$ cat src/rtl/core/lr_pkg.sv
// Shared types and constants of the line rasterizer.
`default_nettype none

package lr_pkg;

  // Field widths fixed by the command and result formats.
  localparam int COORD_W = 8;
  localparam int ADDR_W = 16;
  localparam int COLOR_W = 15;
  localparam int COUNT_W = 3;

  // Most addresses one result can carry.
  localparam int MAX_GROUP = 4;

  // A line stops after this many results.
  localparam int MAX_RESULTS = 60;

  // Entries in the command queue between the front and the back.
  localparam int QUEUE_DEPTH = 2;

  typedef logic [COORD_W-1:0] coord_t;
  typedef logic [ADDR_W-1:0] addr_t;
  typedef logic [COLOR_W-1:0] color_t;
  typedef logic [COUNT_W-1:0] count_t;

  // A classified line command, ready for the walker.
  typedef struct packed {
    addr_t  start_addr;
    addr_t  diag_step;
    addr_t  axial_step;
    coord_t longest;
    coord_t shortest;
    color_t color;
  } lr_cmd_t;

  // Walker states.
  typedef enum logic {
    ST_IDLE,
    ST_RUN
  } back_state_t;

endpackage

`default_nettype wire

$ cat src/rtl/core/lr_cmd_if.sv
// Line command channel: valid, ready and the command fields.
`default_nettype none

interface lr_cmd_if
  import lr_pkg::*;
();
  logic   valid;
  logic   ready;
  coord_t start_x;
  coord_t start_y;
  coord_t end_x;
  coord_t end_y;
  color_t pixel_color;

  modport source (output valid, start_x, start_y, end_x, end_y, pixel_color, input ready);
  modport sink (input valid, start_x, start_y, end_x, end_y, pixel_color, output ready);
endinterface

`default_nettype wire

$ cat src/rtl/core/lr_grp_if.sv
// Pixel group channel: valid, ready and up to four frame buffer addresses.
`default_nettype none

interface lr_grp_if
  import lr_pkg::*;
();
  logic   valid;
  logic   ready;
  addr_t  address_zero;
  addr_t  address_one;
  addr_t  address_two;
  addr_t  address_three;
  count_t pixel_count;
  color_t write_color;
  logic   last_group;

  modport source (output valid, address_zero, address_one, address_two, address_three,
                  pixel_count, write_color, last_group, input ready);
  modport sink (input valid, address_zero, address_one, address_two, address_three,
                pixel_count, write_color, last_group, output ready);
endinterface

`default_nettype wire

$ cat src/rtl/core/line_rasterizer.sv
// Top level of the line rasterizer: front end, command queue and line walker.
//
// The block takes one line command (two endpoints and a color) and returns the
// frame buffer addresses y * SCREEN_WIDTH + x of its pixels, in drawing order
// from the start point, packed PIXELS_PER_GROUP (at most four) to a result item.
// Coordinates beyond the screen saturate to the last column or row. A command
// enters a two-entry queue in the cycle it is accepted; the walker loads it
// from the queue while idle and then produces one group per cycle while the
// output is taken. The walker works out each group with a combinational chain
// of Bresenham steps. A line stops after 60 result items; the final item of
// every line has last_group set.
`default_nettype none

module line_rasterizer
  import lr_pkg::*;
#(
  parameter int SCREEN_WIDTH = 240,
  parameter int SCREEN_HEIGHT = 160,
  parameter int PIXELS_PER_GROUP = 4
) (
  input  wire logic clk,
  input  wire logic rst_n,
  lr_cmd_if.sink    in_ch,
  lr_grp_if.source  out_ch
);

  logic    q_push;
  logic    q_full;
  logic    q_pop;
  logic    q_empty;
  lr_cmd_t q_in_cmd;
  lr_cmd_t q_out_cmd;

  // Clamp and classify incoming commands.
  lr_front #(
    .SCREEN_WIDTH  (SCREEN_WIDTH),
    .SCREEN_HEIGHT (SCREEN_HEIGHT)
  ) u_front (
    .in_ch  (in_ch),
    .q_full (q_full),
    .q_push (q_push),
    .q_cmd  (q_in_cmd)
  );

  // Hold classified commands until the walker is free.
  lr_queue u_queue (
    .clk      (clk),
    .rst_n    (rst_n),
    .push     (q_push),
    .push_cmd (q_in_cmd),
    .full     (q_full),
    .pop      (q_pop),
    .pop_cmd  (q_out_cmd),
    .empty    (q_empty)
  );

  // Walk each line and emit its pixel groups.
  lr_back #(
    .PIXELS_PER_GROUP (PIXELS_PER_GROUP)
  ) u_back (
    .clk     (clk),
    .rst_n   (rst_n),
    .q_empty (q_empty),
    .q_cmd   (q_out_cmd),
    .q_pop   (q_pop),
    .out_ch  (out_ch)
  );

endmodule

`default_nettype wire

$ cat src/rtl/core/lr_front.sv
// Command front end: clamps endpoints and classifies the line for the walker.
`default_nettype none

module lr_front
  import lr_pkg::*;
#(
  parameter int SCREEN_WIDTH = 240,
  parameter int SCREEN_HEIGHT = 160
) (
  lr_cmd_if.sink    in_ch,
  input  wire logic q_full,
  output logic      q_push,
  output lr_cmd_t   q_cmd
);

  localparam addr_t RowStep = addr_t'(SCREEN_WIDTH);
  localparam addr_t OneStep = addr_t'(1);

  coord_t            x0, y0, x1, y1;
  logic [COORD_W:0]  dx, dy;
  coord_t            adx, ady;
  addr_t             x_step, y_step;
  logic [31:0]       start_full;

  // Accept a command whenever the queue has room.
  assign in_ch.ready = !q_full;
  assign q_push = in_ch.valid && !q_full;

  // Saturate coordinates that lie beyond the screen.
  always_comb begin
    x0 = (int'(in_ch.start_x) > SCREEN_WIDTH - 1) ? coord_t'(SCREEN_WIDTH - 1) : in_ch.start_x;
    x1 = (int'(in_ch.end_x) > SCREEN_WIDTH - 1) ? coord_t'(SCREEN_WIDTH - 1) : in_ch.end_x;
    y0 = (int'(in_ch.start_y) > SCREEN_HEIGHT - 1) ? coord_t'(SCREEN_HEIGHT - 1) : in_ch.start_y;
    y1 = (int'(in_ch.end_y) > SCREEN_HEIGHT - 1) ? coord_t'(SCREEN_HEIGHT - 1) : in_ch.end_y;
  end

  // Signed spans, their magnitudes and the address step along each axis.
  always_comb begin
    dx = {1'b0, x1} - {1'b0, x0};
    dy = {1'b0, y1} - {1'b0, y0};
    adx = dx[COORD_W] ? coord_t'(-dx) : dx[COORD_W-1:0];
    ady = dy[COORD_W] ? coord_t'(-dy) : dy[COORD_W-1:0];
    if (dx[COORD_W]) begin
      x_step = -OneStep;
    end else if (dx != '0) begin
      x_step = OneStep;
    end else begin
      x_step = '0;
    end
    if (dy[COORD_W]) begin
      y_step = -RowStep;
    end else if (dy != '0) begin
      y_step = RowStep;
    end else begin
      y_step = '0;
    end
  end

  // Build the command for the walker.
  always_comb begin
    start_full = 32'(y0) * 32'(SCREEN_WIDTH) + 32'(x0);
    q_cmd.start_addr = start_full[ADDR_W-1:0];
    q_cmd.diag_step = x_step + y_step;
    q_cmd.color = in_ch.pixel_color;
    if (ady > adx) begin
      q_cmd.longest = ady;
      q_cmd.shortest = adx;
      q_cmd.axial_step = y_step;
    end else begin
      q_cmd.longest = adx;
      q_cmd.shortest = ady;
      q_cmd.axial_step = x_step;
    end
  end

endmodule

`default_nettype wire

$ cat src/rtl/core/lr_queue.sv
// Short command queue that decouples the front end from the walker.
`default_nettype none

module lr_queue
  import lr_pkg::*;
(
  input  wire logic    clk,
  input  wire logic    rst_n,
  input  wire logic    push,
  input  wire lr_cmd_t push_cmd,
  output logic         full,
  input  wire logic    pop,
  output lr_cmd_t      pop_cmd,
  output logic         empty
);

  localparam int PtrW = (QUEUE_DEPTH > 1) ? $clog2(QUEUE_DEPTH) : 1;
  localparam int CntW = $clog2(QUEUE_DEPTH + 1);

  lr_cmd_t           slot_r [QUEUE_DEPTH];
  logic [PtrW-1:0]   wr_ptr_r, wr_ptr_nxt;
  logic [PtrW-1:0]   rd_ptr_r, rd_ptr_nxt;
  logic [CntW-1:0]   count_r, count_nxt;
  logic              do_push, do_pop;

  assign full = (count_r == CntW'(QUEUE_DEPTH));
  assign empty = (count_r == '0);
  assign do_push = push && !full;
  assign do_pop = pop && !empty;
  assign pop_cmd = slot_r[rd_ptr_r];

  // Pointer and fill count updates.
  always_comb begin
    wr_ptr_nxt = wr_ptr_r;
    rd_ptr_nxt = rd_ptr_r;
    count_nxt = count_r;
    if (do_push) begin
      wr_ptr_nxt = (wr_ptr_r == PtrW'(QUEUE_DEPTH - 1)) ? '0 : wr_ptr_r + 1'b1;
    end
    if (do_pop) begin
      rd_ptr_nxt = (rd_ptr_r == PtrW'(QUEUE_DEPTH - 1)) ? '0 : rd_ptr_r + 1'b1;
    end
    if (do_push && !do_pop) begin
      count_nxt = count_r + 1'b1;
    end else if (do_pop && !do_push) begin
      count_nxt = count_r - 1'b1;
    end
  end

  always_ff @(posedge clk) begin
    if (!rst_n) begin
      wr_ptr_r <= '0;
      rd_ptr_r <= '0;
      count_r <= '0;
    end else begin
      wr_ptr_r <= wr_ptr_nxt;
      rd_ptr_r <= rd_ptr_nxt;
      count_r <= count_nxt;
    end
  end

  // Entry storage.
  always_ff @(posedge clk) begin
    if (do_push) begin
      slot_r[wr_ptr_r] <= push_cmd;
    end
  end

endmodule

`default_nettype wire

$ cat src/rtl/core/lr_back.sv
// Line walker: steps the error accumulator and packs pixel addresses into groups.
`default_nettype none

module lr_back
  import lr_pkg::*;
#(
  parameter int PIXELS_PER_GROUP = 4
) (
  input  wire logic    clk,
  input  wire logic    rst_n,
  input  wire logic    q_empty,
  input  wire lr_cmd_t q_cmd,
  output logic         q_pop,
  lr_grp_if.source     out_ch
);

  localparam int Group = (PIXELS_PER_GROUP < 1) ? 1 :
                         ((PIXELS_PER_GROUP > MAX_GROUP) ? MAX_GROUP : PIXELS_PER_GROUP);
  localparam int NumW = $clog2(MAX_RESULTS);

  back_state_t       state_r, state_nxt;
  logic              advance;

  // Walk state of the current line.
  addr_t             addr_r;
  coord_t            err_r;
  coord_t            rem_r;
  coord_t            long_r;
  coord_t            short_r;
  addr_t             diag_r;
  addr_t             axial_r;
  color_t            color_r;
  logic [NumW-1:0]   num_r;

  // Next group, worked out from the walk state.
  addr_t             walk_addr;
  coord_t            walk_err;
  coord_t            walk_rem;
  logic [COORD_W:0]  walk_sum;
  logic              walk_alive;
  logic              walk_done;
  logic              grp_last;
  count_t            grp_count;
  addr_t             grp_slot [MAX_GROUP];

  // Output register.
  logic              out_valid_r;
  addr_t             out_slot_r [MAX_GROUP];
  count_t            out_count_r;
  color_t            out_color_r;
  logic              out_last_r;

  // Next state.
  always_comb begin
    state_nxt = state_r;
    case (state_r)
      ST_IDLE: begin
        if (!q_empty) begin
          state_nxt = ST_RUN;
        end
      end
      ST_RUN: begin
        if (advance && grp_last) begin
          state_nxt = ST_IDLE;
        end
      end
      default: state_nxt = ST_IDLE;
    endcase
  end

  // State outputs: load a command when idle, emit a group when the output is free.
  always_comb begin
    q_pop = 1'b0;
    advance = 1'b0;
    case (state_r)
      ST_IDLE: q_pop = !q_empty;
      ST_RUN: advance = !out_valid_r || out_ch.ready;
      default: begin
        q_pop = 1'b0;
        advance = 1'b0;
      end
    endcase
  end

  // Up to one group of Bresenham steps from the current walk state.
  always_comb begin
    walk_addr = addr_r;
    walk_err = err_r;
    walk_rem = rem_r;
    walk_sum = '0;
    walk_alive = 1'b1;
    walk_done = 1'b0;
    grp_count = '0;
    for (int k = 0; k < MAX_GROUP; k++) begin
      grp_slot[k] = '0;
    end
    for (int k = 0; k < Group; k++) begin
      if (walk_alive) begin
        grp_slot[k] = walk_addr;
        grp_count = count_t'(k + 1);
        if (walk_rem == '0) begin
          walk_done = 1'b1;
          walk_alive = 1'b0;
        end else begin
          walk_sum = {1'b0, walk_err} + {1'b0, short_r};
          if (walk_sum > {1'b0, long_r}) begin
            walk_err = coord_t'(walk_sum - {1'b0, long_r});
            walk_addr = walk_addr + diag_r;
          end else begin
            walk_err = walk_sum[COORD_W-1:0];
            walk_addr = walk_addr + axial_r;
          end
          walk_rem = walk_rem - 1'b1;
        end
      end
    end
    grp_last = walk_done || (num_r == NumW'(MAX_RESULTS - 1));
  end

  // Control registers.
  always_ff @(posedge clk) begin
    if (!rst_n) begin
      state_r <= ST_IDLE;
      out_valid_r <= 1'b0;
    end else begin
      state_r <= state_nxt;
      if (advance) begin
        out_valid_r <= 1'b1;
      end else if (out_ch.ready) begin
        out_valid_r <= 1'b0;
      end
    end
  end

  // Walk state: loaded from the queue, then stepped one group at a time.
  always_ff @(posedge clk) begin
    if (q_pop) begin
      addr_r <= q_cmd.start_addr;
      err_r <= q_cmd.longest >> 1;
      rem_r <= q_cmd.longest;
      long_r <= q_cmd.longest;
      short_r <= q_cmd.shortest;
      diag_r <= q_cmd.diag_step;
      axial_r <= q_cmd.axial_step;
      color_r <= q_cmd.color;
      num_r <= '0;
    end else if (advance) begin
      addr_r <= walk_addr;
      err_r <= walk_err;
      rem_r <= walk_rem;
      num_r <= num_r + 1'b1;
    end
  end

  // Result payload.
  always_ff @(posedge clk) begin
    if (advance) begin
      for (int k = 0; k < MAX_GROUP; k++) begin
        out_slot_r[k] <= grp_slot[k];
      end
      out_count_r <= grp_count;
      out_color_r <= color_r;
      out_last_r <= grp_last;
    end
  end

  assign out_ch.valid = out_valid_r;
  assign out_ch.address_zero = out_slot_r[0];
  assign out_ch.address_one = out_slot_r[1];
  assign out_ch.address_two = out_slot_r[2];
  assign out_ch.address_three = out_slot_r[3];
  assign out_ch.pixel_count = out_count_r;
  assign out_ch.write_color = out_color_r;
  assign out_ch.last_group = out_last_r;

`ifndef ASSERT_OFF
  // A shown group always carries between one and a full group of pixels.
  a_count_range: assert property (@(posedge clk) disable iff (!rst_n)
    out_valid_r |-> (out_count_r != '0) && (int'(out_count_r) <= Group))
    else $error("group pixel count out of range");

  // The result counter never runs past the per-line limit while walking.
  a_num_limit: assert property (@(posedge clk) disable iff (!rst_n)
    (state_r == ST_RUN) |-> (int'(num_r) < MAX_RESULTS))
    else $error("result count exceeds the line limit");

  // A group short of full size only ends a line.
  a_short_is_last: assert property (@(posedge clk) disable iff (!rst_n)
    (out_valid_r && (int'(out_count_r) < Group)) |-> out_last_r)
    else $error("partial group that is not the last of its line");

  // A stalled group stays valid and keeps its first address.
  a_hold: assert property (@(posedge clk) disable iff (!rst_n)
    (out_valid_r && !out_ch.ready) |=> (out_valid_r && $stable(out_slot_r[0])))
    else $error("stalled group changed");
`endif

endmodule

`default_nettype wire

$ cat src/flat_wrapper.sv
// flat-port wrapper written by rule: the top's interface ports become plain ports
module line_rasterizer_flat import lr_pkg::*;
#(
  parameter int SCREEN_WIDTH = 240,
  parameter int SCREEN_HEIGHT = 160,
  parameter int PIXELS_PER_GROUP = 4
)
  (clk, rst_n, in_ch_valid, in_ch_start_x, in_ch_start_y, in_ch_end_x, in_ch_end_y, in_ch_pixel_color, in_ch_ready, out_ch_valid, out_ch_address_zero, out_ch_address_one, out_ch_address_two, out_ch_address_three, out_ch_pixel_count, out_ch_write_color, out_ch_last_group, out_ch_ready);
  lr_cmd_if in_ch_i ();
  lr_grp_if out_ch_i ();
  input  wire logic clk;
  input  wire logic rst_n;
  input wire logic [$bits(in_ch_i.valid)-1:0] in_ch_valid;
  input wire logic [$bits(in_ch_i.start_x)-1:0] in_ch_start_x;
  input wire logic [$bits(in_ch_i.start_y)-1:0] in_ch_start_y;
  input wire logic [$bits(in_ch_i.end_x)-1:0] in_ch_end_x;
  input wire logic [$bits(in_ch_i.end_y)-1:0] in_ch_end_y;
  input wire logic [$bits(in_ch_i.pixel_color)-1:0] in_ch_pixel_color;
  output wire logic [$bits(in_ch_i.ready)-1:0] in_ch_ready;
  output wire logic [$bits(out_ch_i.valid)-1:0] out_ch_valid;
  output wire logic [$bits(out_ch_i.address_zero)-1:0] out_ch_address_zero;
  output wire logic [$bits(out_ch_i.address_one)-1:0] out_ch_address_one;
  output wire logic [$bits(out_ch_i.address_two)-1:0] out_ch_address_two;
  output wire logic [$bits(out_ch_i.address_three)-1:0] out_ch_address_three;
  output wire logic [$bits(out_ch_i.pixel_count)-1:0] out_ch_pixel_count;
  output wire logic [$bits(out_ch_i.write_color)-1:0] out_ch_write_color;
  output wire logic [$bits(out_ch_i.last_group)-1:0] out_ch_last_group;
  input wire logic [$bits(out_ch_i.ready)-1:0] out_ch_ready;
  assign in_ch_i.valid = in_ch_valid;
  assign in_ch_i.start_x = in_ch_start_x;
  assign in_ch_i.start_y = in_ch_start_y;
  assign in_ch_i.end_x = in_ch_end_x;
  assign in_ch_i.end_y = in_ch_end_y;
  assign in_ch_i.pixel_color = in_ch_pixel_color;
  assign in_ch_ready = in_ch_i.ready;
  assign out_ch_valid = out_ch_i.valid;
  assign out_ch_address_zero = out_ch_i.address_zero;
  assign out_ch_address_one = out_ch_i.address_one;
  assign out_ch_address_two = out_ch_i.address_two;
  assign out_ch_address_three = out_ch_i.address_three;
  assign out_ch_pixel_count = out_ch_i.pixel_count;
  assign out_ch_write_color = out_ch_i.write_color;
  assign out_ch_last_group = out_ch_i.last_group;
  assign out_ch_i.ready = out_ch_ready;
  line_rasterizer #(.SCREEN_WIDTH(SCREEN_WIDTH), .SCREEN_HEIGHT(SCREEN_HEIGHT), .PIXELS_PER_GROUP(PIXELS_PER_GROUP)) u_core (.clk(clk), .rst_n(rst_n), .in_ch(in_ch_i), .out_ch(out_ch_i));
endmodule
$ cat config.mk
export PLATFORM = sky130hd
export DESIGN_NAME = line_rasterizer_flat
export DESIGN_NICKNAME = d
export VERILOG_FILES = /design/src/rtl/core/lr_pkg.sv /design/src/rtl/core/lr_cmd_if.sv /design/src/rtl/core/lr_grp_if.sv /design/src/rtl/core/line_rasterizer.sv /design/src/rtl/core/lr_front.sv /design/src/rtl/core/lr_queue.sv /design/src/rtl/core/lr_back.sv /design/src/flat_wrapper.sv
export SDC_FILE = /design/constraint.sdc
export NUM_CORES = 1
export LEC_CHECK = 0
export BUFFER_PORTS_ARGS = -buffer_cell sky130_fd_sc_hd__buf_4
export CAP_MARGIN = 40
export CORE_UTILIZATION = 55
export CTS_CLUSTER_SIZE = 12
export DETAILED_ROUTE_END_ITERATION = 6
export PLACE_DENSITY = 0.73
export SLEW_MARGIN = 20
export SYNTH_ARGS = -nofsm -noshare
export SYNTH_HDL_FRONTEND = slang
export SYNTH_SLANG_ARGS = --single-unit
export TNS_END_PERCENT = 100
$ cat constraint.sdc
create_clock -name clk -period 25.8 [get_ports clk]
set_clock_uncertainty 0.15 [all_clocks]
set_input_delay 3.87 -clock clk [delete_from_list [all_inputs] [get_ports clk]]
set_output_delay 3.87 -clock clk [all_outputs]
set_load 0.01 [all_outputs]
Yosys cells after proc, flatten, opt, wreduce, memory -nomap -nowiden
Memories as Yosys holds them, arrays and structs flattened. A register that Yosys moved wholly into a read port is not among the register bits.
Index checks and enable logic that the tools add are counted.
Word-level totals
  register bits: 126
  output and inout bits: 85
  logic and storage cells: 167
  memories: 2
  input bits: 51
  RAM bits: 222
Cells by class
  reduce and logical (&&, ||, !) cells: 23
  magnitude comparators: 9
  mux-type cells: 80
  bitwise operators: 1
  equal/unequal tests: 2
  multiply operators: 1
  $add $sub $neg: 31
Memory list
  u_core.u_queue.slot_r: words 2, width 79, read ports 1, clocked after memory_dff 1, wr ports 1, RTL line lr_queue.sv:20  | lr_cmd_t slot_r [QUEUE_DEPTH];
  u_core.u_back.out_slot_r: words 4, width 16, read ports 4, clocked after memory_dff 0, wr ports 4, RTL line lr_back.sv:48  | addr_t out_slot_r [MAX_GROUP];
Operators by type and width (count)
  $mux 16: 18
  $mux 8: 27
  $add 16x16->16: 9
  $add 8x8->9: 4
  $gt 9x8->1: 4
  $gt 8x8->1 const B: 4
  $logic_not 8->1: 4
  $mux 32: 1
  $sub 8x1->8 const B: 4
  $sub 8x8->8: 4
  $mux 1: 27
  $reduce_bool 9->1: 2
  $sub 8x8->9: 2
  $add 16x8->16: 1
  $neg 8->8: 2
  $mux 7: 2
  $mul 8x4->12 const B: 1
  $gt 8x8->1: 1
  $add 6x1->6 const B: 1
  $eq 6x6->1 const B: 1
  $logic_and 1x1->1: 6
  $mux 2: 3
  $reduce_bool 2->1: 3
  $logic_not 1->1: 5
  other kinds (9): 11

Logic depth before layout (Yosys ltp)
  depth after elaboration: 21
  mapped depth: 79
  mapped depth without buffers: 75

By module
A second synthesis with hierarchy kept.
Second synthesis, totals
  cells, all modules: 2185
  area total of the unflattened synthesis: 23819.1 µm²
By module, submodules not included
  lr_back: area each 14595.2 µm², instances 1, cells an instance 1464
  lr_queue: area each 5969.5 µm², instances 1, cells an instance 271
  lr_front: area each 3254.4 µm², instances 1, cells an instance 450

Worst setup path before layout
Ideal clock, no wire load.
  path kind: flip-flop to flip-flop
  start point: register u_core.u_back.short_r[1]
  end point: register u_core.u_back.addr_r[14], data pin
  clock period less this slack: 15.905 ns
  slack: 9.895 ns
  stages on the path, launching flop included: 73
  data arrival time: 15.496 ns
  data required time: 25.391 ns
  path buffers: 4
  cells stage by stage: edfxtp_1 -> ha_1 -> a21o_1 -> a21oi_1 -> o21bai_1 -> a21oi_1 -> xnor2_1 -> ha_1 -> or2_2 -> a21oi_1 -> a31oi_1 -> a31oi_1 -> clkbuf_1 -> mux2i_1 -> nor2_1 -> nor2_1 -> ha_1 -> a21o_1 -> [37 not listed] -> nand4_1 -> or2_2 -> a221o_1 -> a31oi_1 -> clkbuf_1 -> mux2_2 -> ha_1 -> fa_1 -> a21o_1 -> a21o_1 -> a21o_1 -> a21o_1 -> a21oi_1 -> o21ai_0 -> o211a_1 -> o21a_1 -> o311a_1 -> o31a_1
On the way
  word-level cells in the longest chain between the ends: 21
  elaborated cells on any way between the ends: 38
RTL lines
  from (decl): RTL line lr_back.sv:29  | coord_t short_r;
  from (signal assigned): RTL line lr_back.sv:142  | short_r <= q_cmd.shortest;
  $add 8x8->9: RTL line lr_back.sv:105  | walk_sum = {1'b0, walk_err} + {1'b0, short_r};
  $sub 8x8->8 or $gt 9x8->1 (tied branches): RTL line lr_back.sv:107, lr_back.sv:106
  $mux 8: RTL line lr_back.sv:106  | if (walk_sum > {1'b0, long_r}) begin
  $mux 8: RTL line lr_back.sv:101  | if (walk_rem == '0) begin
  $add 8x8->9: RTL line lr_back.sv:105
  $sub 8x8->8 or $gt 9x8->1 (tied branches): RTL line lr_back.sv:107, lr_back.sv:106
  $mux 8: RTL line lr_back.sv:106
  $mux 8: RTL line lr_back.sv:101
  [5 not listed]
  $mux 8: RTL line lr_back.sv:98  | if (walk_alive) begin
  $add 8x8->9: RTL line lr_back.sv:105
  $gt 9x8->1: RTL line lr_back.sv:106
  $mux 16: RTL line lr_back.sv:106
  $mux 16: RTL line lr_back.sv:101
  $mux 16 *: RTL line lr_back.sv:98
  $mux 16 *: RTL line lr_back.sv:147  | end else if (advance) begin
  $mux 16 *: RTL line lr_back.sv:137  | if (q_pop) begin
  to (signal assigned): RTL line lr_back.sv:138  | addr_r <= q_cmd.start_addr;
  to (signal assigned): RTL line lr_back.sv:148  | addr_r <= walk_addr;
  to (decl): RTL line lr_back.sv:25  | addr_t addr_r;
Every way passes the cells marked *; elsewhere a longest branch is shown, timed or not. The select of a mux whose other input is x is not followed.
A chain may end at the register's enable or synchronous reset.

Worst setup path after layout
Ends and elaborated chain as after synthesis.

==> flow_metrics.env <==
export IMPL_fill_cells=3013
export IMPL_clockBufferDepth=3
export IMPL_yosys_area_top_type="edfxtp_1"
export IMPL_endpoint_kind="flop"
export IMPL_critPathKind="reg2reg"
export IMPL_die_y_um=198
export IMPL_grtUsageTotal_pct=26.4
export IMPL_io_buffers=135
export IMPL_grt_pass1_vias=14800
export IMPL_cp_max_fo=28
export IMPL_cts_tree="yes"
export IMPL_vias=15600
export IMPL_avgSynthCellArea_um2=10.6
export IMPL_wl_mm=51.5
export IMPL_slew_headroom_pct=32.8
export IMPL_clock_sinks=304
export IMPL_antenna_found_initial=0
export IMPL_clk_insertion_delay_late_ns=0.56
export IMPL_critPathSlowestCell="edfxtp_1"
export IMPL_hold_path_class="reg2reg"
export IMPL_cts_reportedPaths_clkPinSlew_ns=0.07
export IMPL_area_growth_pct=12.8
export IMPL_finalSetupTns_ns=0
export IMPL_drt_iter0_markers=1296
export IMPL_min_period_over_period_pct=63.9
export IMPL_cts_hold_buf=0
export IMPL_worst_pin_slew_ns=0.995
export IMPL_yosys_area_top_type_share_pct=41.1
export IMPL_synth_common_cells="edfxtp_1, ha_1, nor2_1"
export IMPL_core_area_um2=37800
export IMPL_final_nets=2390
export IMPL_status="finished, final reports clean"
export IMPL_placed_cell_area_um2=22800
export IMPL_arrival_ns=16.63
export IMPL_post_dp_hpwl_mm=39.1
export IMPL_drive_above_1_share_pct=14.9
export IMPL_die_x_um=198
export IMPL_start_util_pct=56.1
export IMPL_ant_nets=0
export IMPL_cpMostUsedCell="a21o_1"
export IMPL_yosysSeqAreaShare_pct=42.4
export IMPL_final_hold_violation_count=0
export IMPL_num_rows=71
export IMPL_slew_viol_final=0
export IMPL_clock_root_buffer="clkbuf_16"
export IMPL_grt_max_degree=67
export IMPL_die_area_um2=39300
export IMPL_cts_setup_buffers=0
export IMPL_max_freq_mhz=60.7
export IMPL_ys_flop_type="edfxtp_1"
export IMPL_drcViolationCount=0
export IMPL_dr_pass1_iters=5
export IMPL_startpoint_type="flop"
export IMPL_synth_edf_count=290
export IMPL_cts_resized=0
export IMPL_critPathRequiredTime_ns=25.95
export IMPL_grt_overflow=0
export IMPL_fin_crit_ns=16.48
export IMPL_io_pins=136
export IMPL_yosysMostFrequentCell="edfxtp_1"
export IMPL_synth_cell_type_count=93
export IMPL_setup_viol=0
export IMPL_routedWlPerCell_um=19.5
export IMPL_reg2reg_from="u_core.u_back.short_r[1]"
export IMPL_synthCells=1999
export IMPL_htreeDepth=2
export IMPL_synthesis_nets=2267
export IMPL_numCtsBuffers=34
export IMPL_grt_pass1_wl_mm=79.5
export IMPL_cap_viol_max_count=0
export IMPL_hp_start="u_core.u_back.color_r[10]"
export IMPL_design_area_um2=23900
export IMPL_place_ws_ns=9.17
export IMPL_cp_startpoint="u_core.u_back.short_r[1]"
export IMPL_vias_per_cell=5.90
export IMPL_synth_area_leaders="edfxtp_1, ha_1, mux2_2"
export IMPL_ys_seq_elements=304
export IMPL_cp_slowest_stage_delay_ns=0.53
export IMPL_syn_area_um2=21200
export IMPL_rsz0062_at_grt="no"
export IMPL_fin_ws_ns=9.32
export IMPL_antenna_cells=0
export IMPL_yosysWarnings=0
export IMPL_place_gp_congestion=0.986
export IMPL_ys_async_sr_fraction_pct=0
## critical path, delay by kind of cell, from the launching register on
family,cells,cell delay [ns]
AOI/OAI and AO/OA,38,7.45
and+or+nand+nor,12,1.79
adders and majority gates,11,3.45
DFF,1,0.53
buffers and inverters,5,1.13
xor gates and xnor gates,4,0.71
muxes,3,0.96
## registers in the layout (all words and copies together) (netlist names), named ones only
register                          flops
u_core.u_back.color_r                15
u_core.u_queue.wr_ptr_r               1
u_core.u_back.out_ch.last_group       1
u_core.u_queue.rd_ptr_r               1
u_core.u_queue.slot_r               128
u_core.u_back.out_ch.valid            1
u_core.u_back.out_ch.pixel_count      3
u_core.u_back.axial_r                 5
u_core.u_queue.count_r                2
u_core.u_back.err_r                   8
u_core.u_back.diag_r                 12
u_core.u_back.rem_r                   8
u_core.u_back.addr_r                 16
u_core.u_back.long_r                  8
u_core.u_back.state_r                 1
u_core.u_back.short_r                 8
u_core.u_back.out_ch.write_color     15
u_core.u_back.out_slot_r             64
u_core.u_back.num_r                   6
## kinds of logic (layout without fill, tap and decap cells)
kind of cell | count (synthesis) | count (layout) | share of synthesized area [%]
simple gates | 530 | 530 | 12.4
buf+inv | 195 | 334 | 3.70
compound gates | 473 | 473 | 14.7
fa+ha+maj | 217 | 217 | 13.9
xor+xnor | 152 | 152 | 6.38
mux | 128 | 128 | 6.52
flops | 304 | 304 | 42.4
## final cells by class
cell class,count,area (um^2),area share [%]
clock inverters,14,193,0.806
flip-flops and latches,304,8990,37.6
repair buffers,156,1270,5.32
multi-input cells,1500,11500,47.9
inverters,126,473,1.98
clock buffers,38,876,3.66
well taps,511,639,2.67
## metrics by stage
stage | cells | utilization (%) | hold slack [ns]
floorplan | 1999 | - | 0.250
global placement | 2591 | 60.1 | 0.252
detailed placement | 2594 | 60.3 | 0.255
CTS | 2646 | 63.1 | 0.266
global route | 2649 | 63.3 | 0.269
finish | 2649 | 63.3 | 0.266
## metal layers
layer,share of wire (%),vias up,global-route usage (%)
li1,-,7566,-
met5,0,-,0
met4,2.4,0,7.87
met1,46,7484,37.1
met3,6.5,79,3.92
met2,45,492,42.2
## cells in the final DEF (no fill, tap or decap), types with 76 or more instances in the layout
| cell type | n |
|---|---|
| mux2_2 | 76 |
| a21oi_1 | 107 |
| nor2_1 | 151 |
| inv_1 | 124 |
| ha_1 | 187 |
| o21ai_0 | 119 |
| edfxtp_1 | 290 |
| xnor2_1 | 82 |
| nand2_1 | 124 |
| buf_4 | 150 |
## path summary, 6_finish.rpt
path,end,slack (ns),cells after the start
setup / recovery,u_core.u_back.addr_r[14],9.32,73
setup reg to reg,u_core.u_back.addr_r[14],9.32,73
hold reg to reg,u_core.u_back.out_ch.write_color[10],0.27,0
hold / removal,u_core.u_back.out_ch.write_color[10],0.27,0
Power is not shown: default switching activity piles up to over one toggle a cycle in this logic, so the estimate is an artifact.
